[src/design/mmvg_pkg.sv]
package mmvg_pkg;

  // Value and random widths
  localparam int VAL_W  = 16;
  localparam int RND_W  = 32;
  localparam int SPAN_W = VAL_W + 1;

  // Configuration port
  localparam int CFG_IDX_W  = 3;
  localparam int CFG_DATA_W = 16;

  // Register indexes
  localparam logic [CFG_IDX_W-1:0] REG_MODE   = 3'd0;
  localparam logic [CFG_IDX_W-1:0] REG_SIGNED = 3'd1;
  localparam logic [CFG_IDX_W-1:0] REG_MIN    = 3'd2;
  localparam logic [CFG_IDX_W-1:0] REG_MAX    = 3'd3;
  localparam logic [CFG_IDX_W-1:0] REG_STEP   = 3'd4;

  // Divider: one quotient bit per cycle over the random word
  localparam int DIV_STEPS = RND_W;
  localparam int CNT_W     = $clog2(DIV_STEPS);

  typedef enum logic [1:0] {
    MODE_CONST  = 2'd0,
    MODE_WRAP   = 2'd1,
    MODE_PONG   = 2'd2,
    MODE_RANDOM = 2'd3
  } mode_t;

  // Controller to datapath
  typedef struct packed {
    logic take;      // input beat accepted this cycle
    logic div_step;  // one restoring-division step
    logic out_load;  // move the finished result into the output register
  } cmd_t;

  // Datapath to controller
  typedef struct packed {
    logic random_mode;
  } sts_t;

endpackage

[src/design/mmvg_ctrl.sv]
module mmvg_ctrl (
  input  logic          clk,
  input  logic          rst,
  input  logic          in_valid,
  output logic          in_ready,
  output logic          out_valid,
  input  logic          out_ready,
  input  mmvg_pkg::sts_t sts,
  output mmvg_pkg::cmd_t cmd
);
  import mmvg_pkg::*;

  typedef enum logic [1:0] {
    S_IDLE,
    S_DIV,
    S_HOLD
  } state_t;

  localparam logic [CNT_W-1:0] DIV_LAST = CNT_W'(DIV_STEPS - 1);

  state_t           state;
  logic [CNT_W-1:0] cnt;

  // Commands
  assign in_ready     = (state == S_IDLE);
  assign cmd.take     = in_valid && in_ready;
  assign cmd.div_step = (state == S_DIV);
  assign cmd.out_load = (state == S_HOLD) && (!out_valid || out_ready);

  // State and output valid
  always_ff @(posedge clk) begin
    if (rst) begin
      state     <= S_IDLE;
      cnt       <= '0;
      out_valid <= 1'b0;
    end else begin
      unique case (state)
        S_IDLE: begin
          if (cmd.take) begin
            cnt   <= '0;
            state <= sts.random_mode ? S_DIV : S_HOLD;
          end
        end
        S_DIV: begin
          cnt <= cnt + 1'b1;
          if (cnt == DIV_LAST) state <= S_HOLD;
        end
        S_HOLD: begin
          if (cmd.out_load) state <= S_IDLE;
        end
        default: state <= S_IDLE;
      endcase

      if (cmd.out_load) out_valid <= 1'b1;
      else if (out_ready) out_valid <= 1'b0;
    end
  end

endmodule

[src/design/mmvg_datapath.sv]
module mmvg_datapath (
  input  logic                              clk,
  input  logic                              rst,
  input  logic                              cfg_write,
  input  logic [mmvg_pkg::CFG_IDX_W-1:0]    cfg_index,
  input  logic [mmvg_pkg::CFG_DATA_W-1:0]   cfg_data,
  input  logic [mmvg_pkg::RND_W-1:0]        random_word,
  output logic [mmvg_pkg::VAL_W-1:0]        value_out,
  input  mmvg_pkg::cmd_t                    cmd,
  output mmvg_pkg::sts_t                    sts
);
  import mmvg_pkg::*;

  // Configuration registers
  mode_t            mode, mode_next;
  logic             sgn, sgn_next;
  logic [VAL_W-1:0] min_v, min_next;
  logic [VAL_W-1:0] max_v, max_next;
  logic [VAL_W-1:0] step, step_next;
  logic             reload;

  // Working state
  logic [VAL_W-1:0]  cur_val;
  logic [VAL_W-1:0]  cur_step;
  logic [VAL_W-1:0]  res;
  logic [RND_W-1:0]  dividend;
  logic [SPAN_W-1:0] rem;
  logic [SPAN_W-1:0] span;

  logic [VAL_W-1:0]  sum, val_next, step_upd;
  logic [VAL_W-1:0]  key_sum, key_min, key_max, span16;
  logic              below, above;
  logic [SPAN_W:0]   shifted;

  assign sts.random_mode = (mode == MODE_RANDOM);

  // Register write decode
  always_comb begin
    mode_next = mode;
    sgn_next  = sgn;
    min_next  = min_v;
    max_next  = max_v;
    step_next = step;
    reload    = 1'b0;
    if (cfg_write) begin
      reload = 1'b1;
      unique case (cfg_index)
        REG_MODE:   mode_next = mode_t'(cfg_data[1:0]);
        REG_SIGNED: sgn_next  = cfg_data[0];
        REG_MIN:    min_next  = cfg_data[VAL_W-1:0];
        REG_MAX:    max_next  = cfg_data[VAL_W-1:0];
        REG_STEP:   step_next = cfg_data[VAL_W-1:0];
        default:    reload    = 1'b0;
      endcase
    end
  end

  // Sawtooth / triangle advance; sign flip turns signed order into unsigned
  always_comb begin
    sum      = cur_val + cur_step;
    key_sum  = sgn ? (sum   ^ 16'h8000) : sum;
    key_min  = sgn ? (min_v ^ 16'h8000) : min_v;
    key_max  = sgn ? (max_v ^ 16'h8000) : max_v;
    below    = key_sum < key_min;
    above    = key_sum > key_max;
    val_next = sum;
    step_upd = cur_step;
    if (below) begin
      if (mode == MODE_WRAP) begin
        val_next = max_v;
      end else begin
        val_next = min_v + 16'd1;
        step_upd = 16'd0 - cur_step;
      end
    end else if (above) begin
      if (mode == MODE_WRAP) begin
        val_next = min_v;
      end else begin
        val_next = max_v - 16'd1;
        step_upd = 16'd0 - cur_step;
      end
    end
  end

  // Random range: zero span means the full 16-bit range
  assign span16  = max_v - min_v + 16'd1;
  assign shifted = {rem, dividend[RND_W-1]};

  // Config and tick state
  always_ff @(posedge clk) begin
    if (rst) begin
      mode     <= MODE_CONST;
      sgn      <= 1'b0;
      min_v    <= '0;
      max_v    <= '1;
      step     <= 16'd1;
      cur_val  <= '0;
      cur_step <= 16'd1;
    end else begin
      mode  <= mode_next;
      sgn   <= sgn_next;
      min_v <= min_next;
      max_v <= max_next;
      step  <= step_next;
      if (reload) begin
        cur_val  <= min_next;
        cur_step <= step_next;
      end else if (cmd.take && (mode == MODE_WRAP || mode == MODE_PONG)) begin
        cur_val  <= val_next;
        cur_step <= step_upd;
      end
    end
  end

  // Result capture, remainder divider, output register
  always_ff @(posedge clk) begin
    if (cmd.take) begin
      res      <= (mode == MODE_CONST) ? min_v : cur_val;
      dividend <= random_word;
      rem      <= '0;
      span     <= (span16 == '0) ? {1'b1, {VAL_W{1'b0}}} : {1'b0, span16};
    end
    if (cmd.div_step) begin
      dividend <= {dividend[RND_W-2:0], 1'b0};
      if (shifted >= {1'b0, span}) rem <= SPAN_W'(shifted - {1'b0, span});
      else rem <= shifted[SPAN_W-1:0];
    end
    if (cmd.out_load) begin
      value_out <= (mode == MODE_RANDOM) ? (min_v + rem[VAL_W-1:0]) : res;
    end
  end

endmodule

[src/design/multi_mode_value_generator_core.sv]
// Multi-mode value generator: constant, wrapping sawtooth, ping-pong
// triangle and random-in-range values, one 16-bit value per tick.
// Input channel (in_valid/in_ready/random_word): each beat is one tick;
// random_word is used only in random mode.
// Output channel (out_valid/out_ready/value_out): one beat per tick.
// Configuration: cfg_write/cfg_index/cfg_data write one register per cycle;
// index 0 mode, 1 signed compares, 2 min, 3 max, 4 step. Any valid write
// reloads the running value from min and the running step from step.
// Path: constant/sawtooth/triangle ticks go via the result register to the
// output register; random ticks also pass the 32-step restoring divider
// that forms random_word mod span, one bit a cycle. A new tick is taken
// only after the previous one has moved into the output register.
// The output register decouples the sides: a new tick is taken while the
// previous value waits; when the receiver stalls, the next finished value
// holds in the datapath and in_ready stays low until it moves out.
// Reset (rst, synchronous): registers return to constant mode, unsigned,
// min 0, max 0xFFFF, step 1; the output channel empties.
module multi_mode_value_generator_core (
  input  logic                             clk,
  input  logic                             rst,
  input  logic                             cfg_write,
  input  logic [mmvg_pkg::CFG_IDX_W-1:0]   cfg_index,
  input  logic [mmvg_pkg::CFG_DATA_W-1:0]  cfg_data,
  input  logic                             in_valid,
  output logic                             in_ready,
  input  logic [mmvg_pkg::RND_W-1:0]       random_word,
  output logic                             out_valid,
  input  logic                             out_ready,
  output logic [mmvg_pkg::VAL_W-1:0]       value_out
);
  import mmvg_pkg::*;

  cmd_t cmd;
  sts_t sts;

  mmvg_ctrl u_ctrl (
    .clk       (clk),
    .rst       (rst),
    .in_valid  (in_valid),
    .in_ready  (in_ready),
    .out_valid (out_valid),
    .out_ready (out_ready),
    .sts       (sts),
    .cmd       (cmd)
  );

  mmvg_datapath u_datapath (
    .clk         (clk),
    .rst         (rst),
    .cfg_write   (cfg_write),
    .cfg_index   (cfg_index),
    .cfg_data    (cfg_data),
    .random_word (random_word),
    .value_out   (value_out),
    .cmd         (cmd),
    .sts         (sts)
  );

endmodule
[config.mk]
export PLATFORM = sky130hd
export DESIGN_NAME = multi_mode_value_generator_core
export DESIGN_NICKNAME = d
export VERILOG_FILES = /design/src/design/mmvg_pkg.sv /design/src/design/mmvg_ctrl.sv /design/src/design/mmvg_datapath.sv /design/src/design/multi_mode_value_generator_core.sv
export SDC_FILE = /design/constraint.sdc
export NUM_CORES = 1
export LEC_CHECK = 0
export BUFFER_PORTS_ARGS = -buffer_cell sky130_fd_sc_hd__buf_4
export CAP_MARGIN = 25
export CELL_PAD_IN_SITES_DETAIL_PLACEMENT = 1
export CELL_PAD_IN_SITES_GLOBAL_PLACEMENT = 1
export CORE_UTILIZATION = 52
export DETAILED_ROUTE_END_ITERATION = 8
export PLACE_DENSITY = 0.88
export REMOVE_ABC_BUFFERS = 1
export SLEW_MARGIN = 40
export SYNTH_ARGS = -nofsm -noshare
export SYNTH_HDL_FRONTEND = slang
export SYNTH_SLANG_ARGS = --single-unit
[constraint.sdc]
create_clock -name clk -period 13.2 [get_ports clk]
set_input_delay 1.32 -clock clk [delete_from_list [all_inputs] [get_ports clk]]
set_output_delay 1.32 -clock clk [all_outputs]
set_load 0.02 [all_outputs]
**Word-level counts from Yosys, hierarchy flattened**

Index checks and enable logic that the tools add are counted.

- Add/subtract/negate cells: 9
- Multiply operators: 0
- Div/mod/pow operators: 0
- Order comparisons: 3
- Equality and inequality tests: 13
- Shifts and indexed selects: 0
- Mux-type cells: 37
- Bitwise logic cells: 3
- Reductions and logical operators: 22

Operator list:

| cell | count |
|---|---|
| 16-bit two-way mux | 20 |
| 17-bit two-way mux | 4 |
| 32-bit two-way mux | 2 |
| 16-bit by 1-bit adder with 16-bit output (second input constant) | 2 |
| 16-bit adder | 2 |
| 18-bit by 17-bit greater-or-equal comparator with 1-bit output | 1 |
| 17-bit subtractor | 1 |
| 16-bit > comparator | 1 |
| 16-bit zero test | 1 |
| 16-bit < comparator | 1 |
| 1-bit by 16-bit subtractor with 16-bit output (first input constant) | 1 |
| 16-bit by 1-bit subtractor with 16-bit output (second input constant) | 1 |
| 16-bit subtractor | 1 |
| 5-bit one-hot mux with 2 select lines | 1 |
| 2-bit AND reduction | 5 |
| 2-bit two-way mux | 4 |
| 2-bit nonzero test | 4 |
| 2-bit equality test (second input constant) | 3 |
| 3-bit by 2-bit equality test with 1-bit output (second input constant) | 2 |
| 2-bit one-hot mux with 3 select lines | 1 |
| 5-bit by 1-bit adder with 5-bit output (second input constant) | 1 |
| 5-bit equality test (second input constant) | 1 |
| 5-bit two-way mux | 1 |
| 5-bit OR reduction | 1 |
| 14 further kinds | 25 |

- Bits in registers: 189
- Bits in latches: 0
- Bits in writable memories: 0
- Memory bits (read-only): 0
- Output and inout port bits: 18
- Word-level logic and storage cells: 104
- Memories kept: 0

**Logic depth before layout (Yosys ltp)**

- Word-level depth: 8
- Mapped depth: 19
- Mapped depth without buffers: 18

**Modules after synthesis**

From an unflattened synthesis, not the netlist that was laid out.

- Cells, all modules: 1407
- Area, all modules: 12961.2 µm²

Modules (own cells, without submodules):

| module | instances | cells an instance | area each (µm²) | seq. area each (µm²) |
|---|---|---|---|---|
| mmvg_datapath | 1 | 1363 | 12568.3 | 4594.4 |
| mmvg_ctrl | 1 | 44 | 392.9 | 160.2 |

**Least setup slack after synthesis**

OpenSTA, ideal clock, no wires.

- Kind: flip-flop to flip-flop
- Start point: reg u_datapath.cur_step[0]
- End point: reg u_datapath.cur_step[10]
- Arrival time: 4.226 ns
- Data required time: 13.073 ns
- Path slack: 8.847 ns
- Cell stages (with the launch flop): 19
- Path buffers: 1
- Period minus slack after synthesis: 4.353 ns
- Cell sequence: dfxtp_1 > ha_1 > fa_1 > a211oi_1 > o21a_1 > o31ai_1 > a2111oi_0 > a21o_1 > xor2_1 > inv_1 > ha_1 > nand4_1 > or2_1 > nor4_1 > o22ai_1 > clkbuf_1 > o211ai_1 > xor2_1 > o22ai_1

- Longest elaborated chain between the ends: 7
- Elaborated cells between the ends (all ways): 13

Ends and longest elaborated chain:

| what | RTL line | text |
|---|---|---|
| start, declared | mmvg_datapath.sv:24 | `logic [VAL_W-1:0] cur_step;` |
| start signal, assigned | mmvg_datapath.sv:107 | `cur_step <= step_next;` |
| start signal, assigned | mmvg_datapath.sv:110 | `cur_step <= step_upd;` |
| 16-bit adder | mmvg_datapath.sv:60 | `sum = cur_val + cur_step;` |
| 1-bit inverter (no line) | n/a |  |
| 16-bit two-way mux | mmvg_datapath.sv:61 | `key_sum = sgn ? (sum ^ 16'h8000) : sum;` |
| 16-bit < comparator | mmvg_datapath.sv:64 | `below = key_sum < key_min;` |
| 16-bit two-way mux | mmvg_datapath.sv:68 | `if (below) begin` |
| 16-bit two-way mux | mmvg_datapath.sv:108 | `end else if (cmd.take && (mode == MODE_WRAP \|\| mode == MODE_PONG)) begin` |
| 16-bit two-way mux | mmvg_datapath.sv:105 | `if (reload) begin` |

Parallel ways exist; a longest one is shown, timed or not. The select of a mux whose other input is x is not followed.
A chain may end at the register's enable or synchronous reset.

**Worst setup path in the final report**

- Start point: reg u_datapath.cur_step[0]
- End point: reg u_datapath.cur_val[5]

- Longest elaborated chain between the ends: 8
- Elaborated cells between the ends (all ways): 9

Ends and longest elaborated chain:

| what | RTL line | text |
|---|---|---|
| 16-bit adder * | mmvg_datapath.sv:60 |  |
| 1-bit inverter (no line) | n/a |  |
| 16-bit two-way mux | mmvg_datapath.sv:61 |  |
| 16-bit > comparator | mmvg_datapath.sv:65 | `above = key_sum > key_max;` |
| 16-bit two-way mux | mmvg_datapath.sv:75 | `end else if (above) begin` |
| 16-bit two-way mux * | mmvg_datapath.sv:68 |  |
| 16-bit two-way mux * | mmvg_datapath.sv:108 |  |
| 16-bit two-way mux * | mmvg_datapath.sv:105 |  |
| end signal, assigned | mmvg_datapath.sv:106 | `cur_val <= min_next;` |
| end signal, assigned | mmvg_datapath.sv:109 | `cur_val <= val_next;` |
| end, declared | mmvg_datapath.sv:23 | `logic [VAL_W-1:0] cur_val;` |

Every way passes the cells marked *; elsewhere a longest branch is shown, timed or not. The select of a mux whose other input is x is not followed.

==> impl_metrics.yaml <==
critical_path:
  r2r-end: "u_datapath.cur_val[5]"
  criticalPathCategory: "reg2reg"
  end_kind: "register"
  cp.arrival_ps: 5590
  cp-startpoint: "u_datapath.cur_step[0]"
  reg2reg_from: "u_datapath.cur_step[0]"
  worstSetupStartpointType: "register"
  critPathRequiredTime_ps: 13500
  r2r_slack_ps: 7920
  r2r_cells: 18
  path_max_fanout: 24
  crit_end: "u_datapath.cur_val[5]"
placed_design:
  port_buffers: 73
  dp_hpwl_microns: 27500
  dpl.cell_count: 1698
  gp_congestion: 0.896
  placed_cell_area_sq_um: 13300
sta:
  finClkSkew_ps: 11.9
  hold_viol_final: 0
  worst_slew_pin_slew_ps: 873
  rsz0062_at_grt: "no"
  fin_crit_ps: 5280
  final_max_slew_viol_count: 0
  fin_hold_ws_ps: 479
  final.setup.tns_ps: 0
  post-route-period-util_pct: 40.0
  relSlewSlack_pct: 41.7
  setup_viol: 0
  max_freq_ghz: 0.189
synthesis:
  syn_area_per_cell_sq_um: 9.22
  seq_area_frac_synth_pct: 38.1
  synthDistinctLibCells: 72
  synth-seq-cells: 189
  synthCells: 1352
  syn-cell-area_sq_um: 12500
  synth-warning-count: 0
  synth-main-ff-cell: "edfxtp_1"
  synthArstFlopShare_pct: 0
  synth-edff-count: 97
cells_and_area:
  fin_area_sq_um: 13900
  area_growth_pct: 11.6
  postLayoutCoreUtil_pct: 59.3
  final_common_cell: "nor2_1"
  antenna_cells: 0
  layout_common_cells: "135 x nor2_1, 120 x nand2_1, 113 x ha_1"
  instances_no_fill: 1730
  drive_gt1_share_pct: 11.7
  fin_nets: 1573
cts:
  postCtsResizedCells: 0
  max-clock-path-buffers: 2
  htree_levels: 4
  clk_latency_ps: 460
  cts_buffers: 17
  holdBufCountCts: 0
  cts_setup_buffers: 0
  cts.sinks: 189
  cts_tree: "done"
  root_buffer: "clkbuf_16"
  clk_pin_slew_ps: 80
drt:
  drt_first_pass_iters: 5
  vias: 10700
  viasPerCell: 6.16
  route.met2.wl_microns: 19300
  drt_iter0_drc: 697
  drcViolationCount: 0
  wl_per_cell_microns: 21.9
  drt-met1-wl_microns: 16000
  routed.top_layer: "met4"
  drtAntennaViolNets: 0
  wl_met3_microns: 1770
  finalWirelength_microns: 37900
hold_path:
  hp-class: "reg2reg"
global_route:
  antenna_found_initial: 0
  grt_max_degree: 67
  grt_use_total_pct: 31.4
  grt_pass1_vias: 11100
  grt_pass1_wl_microns: 58900
  globalRouteOverflowTotal: 0
floorplanning:
  die_w_microns: 157
  dieArea_sq_um: 24600
  die_h_microns: 157
  io_pins: 74
  design.core.area_sq_um: 23500
  row_count: 56
  initial_core_util_pct: 53.1
status:
  status: "finished, final reports clean"
pwr:
  ir_drop_mv: 0.0651
  powerDensity_nw_per_um2: 113
  leakage_nw: 5.82
run:
  maxCapViolCount: 0
==> synth_stat cells (all sizes together) (5+ instances only) <==
cell    count  area share [%]
or2         9            0.45
a211oi     12            0.72
a221oi      8            0.56
a211o       6            0.42
xnor2      62             4.4
a22o       31             2.2
a21o       28             1.7
and3       11            0.55
o21a        9            0.55
nand2     120             3.6
o21ai      61             2.4
o22ai      15            0.75
nor3       31             1.2
clkbuf     49             1.5
xor2       32             2.2
edfxtp     97              23
or3         5            0.25
a21oi      90             3.6
dfxtp      92              15
nand3      29             1.2
inv        73             2.2
o311ai      6            0.42
o211a       7            0.56
buf         8            0.25
nand2b     11            0.55
nor4        5            0.25
o21bai      7            0.42
a31oi       9            0.45
o211ai     27             1.6
nand4      13            0.65
mux2       30             2.7
and2        5            0.25
ha        115              12
nor2      137             4.1
mux2i      37             3.0
nor2b      11            0.55
==> state kept, by name (all words and copies together), names as in the netlist <==
name	count
u_datapath.dividend	32
u_datapath.rem	17
u_datapath.span	17
u_datapath.cur_step	16
u_datapath.cur_val	16
u_datapath.max_v	16
u_datapath.min_v	16
u_datapath.res	16
u_datapath.step	16
u_datapath.value_out	16
u_ctrl.cnt	5
u_ctrl.state	2
u_datapath.mode	2
u_ctrl.out_valid	1
u_datapath.sgn	1
==> worst min path at each step <==
stage | startpoint | endpoint | depth (start not counted)
6_report | u_datapath.step[0] | u_datapath.step[0] | 2
5_1_grt | u_datapath.step[5] | u_datapath.step[5] | 2
4_1_cts | u_datapath.step[0] | u_datapath.step[0] | 2
3_5_place_dp | u_datapath.step[0] | u_datapath.step[0] | 2
3_3_place_gp | u_datapath.dividend[0] | u_datapath.dividend[0] | 2
2_1_floorplan | u_ctrl.cnt[3] | u_ctrl.cnt[3] | 1
==> layer usage <==
layer	global-route usage, %	vias up
li1	-	5015
met1	38.4	5285
met2	56.1	300
met3	4.46	58
met4	10.6	0
met5	0	-
==> metrics by stage <==
step	power (mW)	setup WS (ps)
2_1_floorplan	0.925	8470
3_3_place_gp	1.02	8190
3_5_place_dp	1.04	7990
4_1_cts	1.57	7970
5_1_grt	1.62	7590
6_report	1.57	7920
==> logic make-up after synthesis <==
kind of cell | synth area share [%]
simple gates | 14.7
flops | 38.1
compound gates | 18.6
fa+ha+maj | 12.2
xor+xnor | 6.60
buf+inv | 4.02
mux | 5.68
==> where the power goes <==
group / switching (mW) / internal [mW] / leakage (nW)
sequential: 0.0226 / 0.657 / 1.70
combinational: 0.216 / 0.142 / 3.83
clock: 0.276 / 0.255 / 0.287
total: 0.514 / 1.05 / 5.82
==> cell type report <==
class	count	area [sq um]
fill	2708	9560
multi-input combinational	1030	7250
sequential	189	4750
timing repair buffer	84	631
clock buffer	17	425
tap	319	399
inverter	76	289
clock inverter	15	170
==> worst max-delay path, stage by stage (launching register included) <==
cell and delay, ps:
dfxtp_1 360, ha_1 260, fa_1 430, a211oi_1 370
o21a_1 230, o31ai_1 140, a2111oi_0 480, a21o_1 150
xor2_1 220, inv_1 90, ha_1 320, nand4_1 150
or2_1 300, nor4_1 670, nor2_1 90, buf_4 270
mux2_1 340, o21ai_1 140, o22ai_1 110
(Power assumes the default switching activity.)
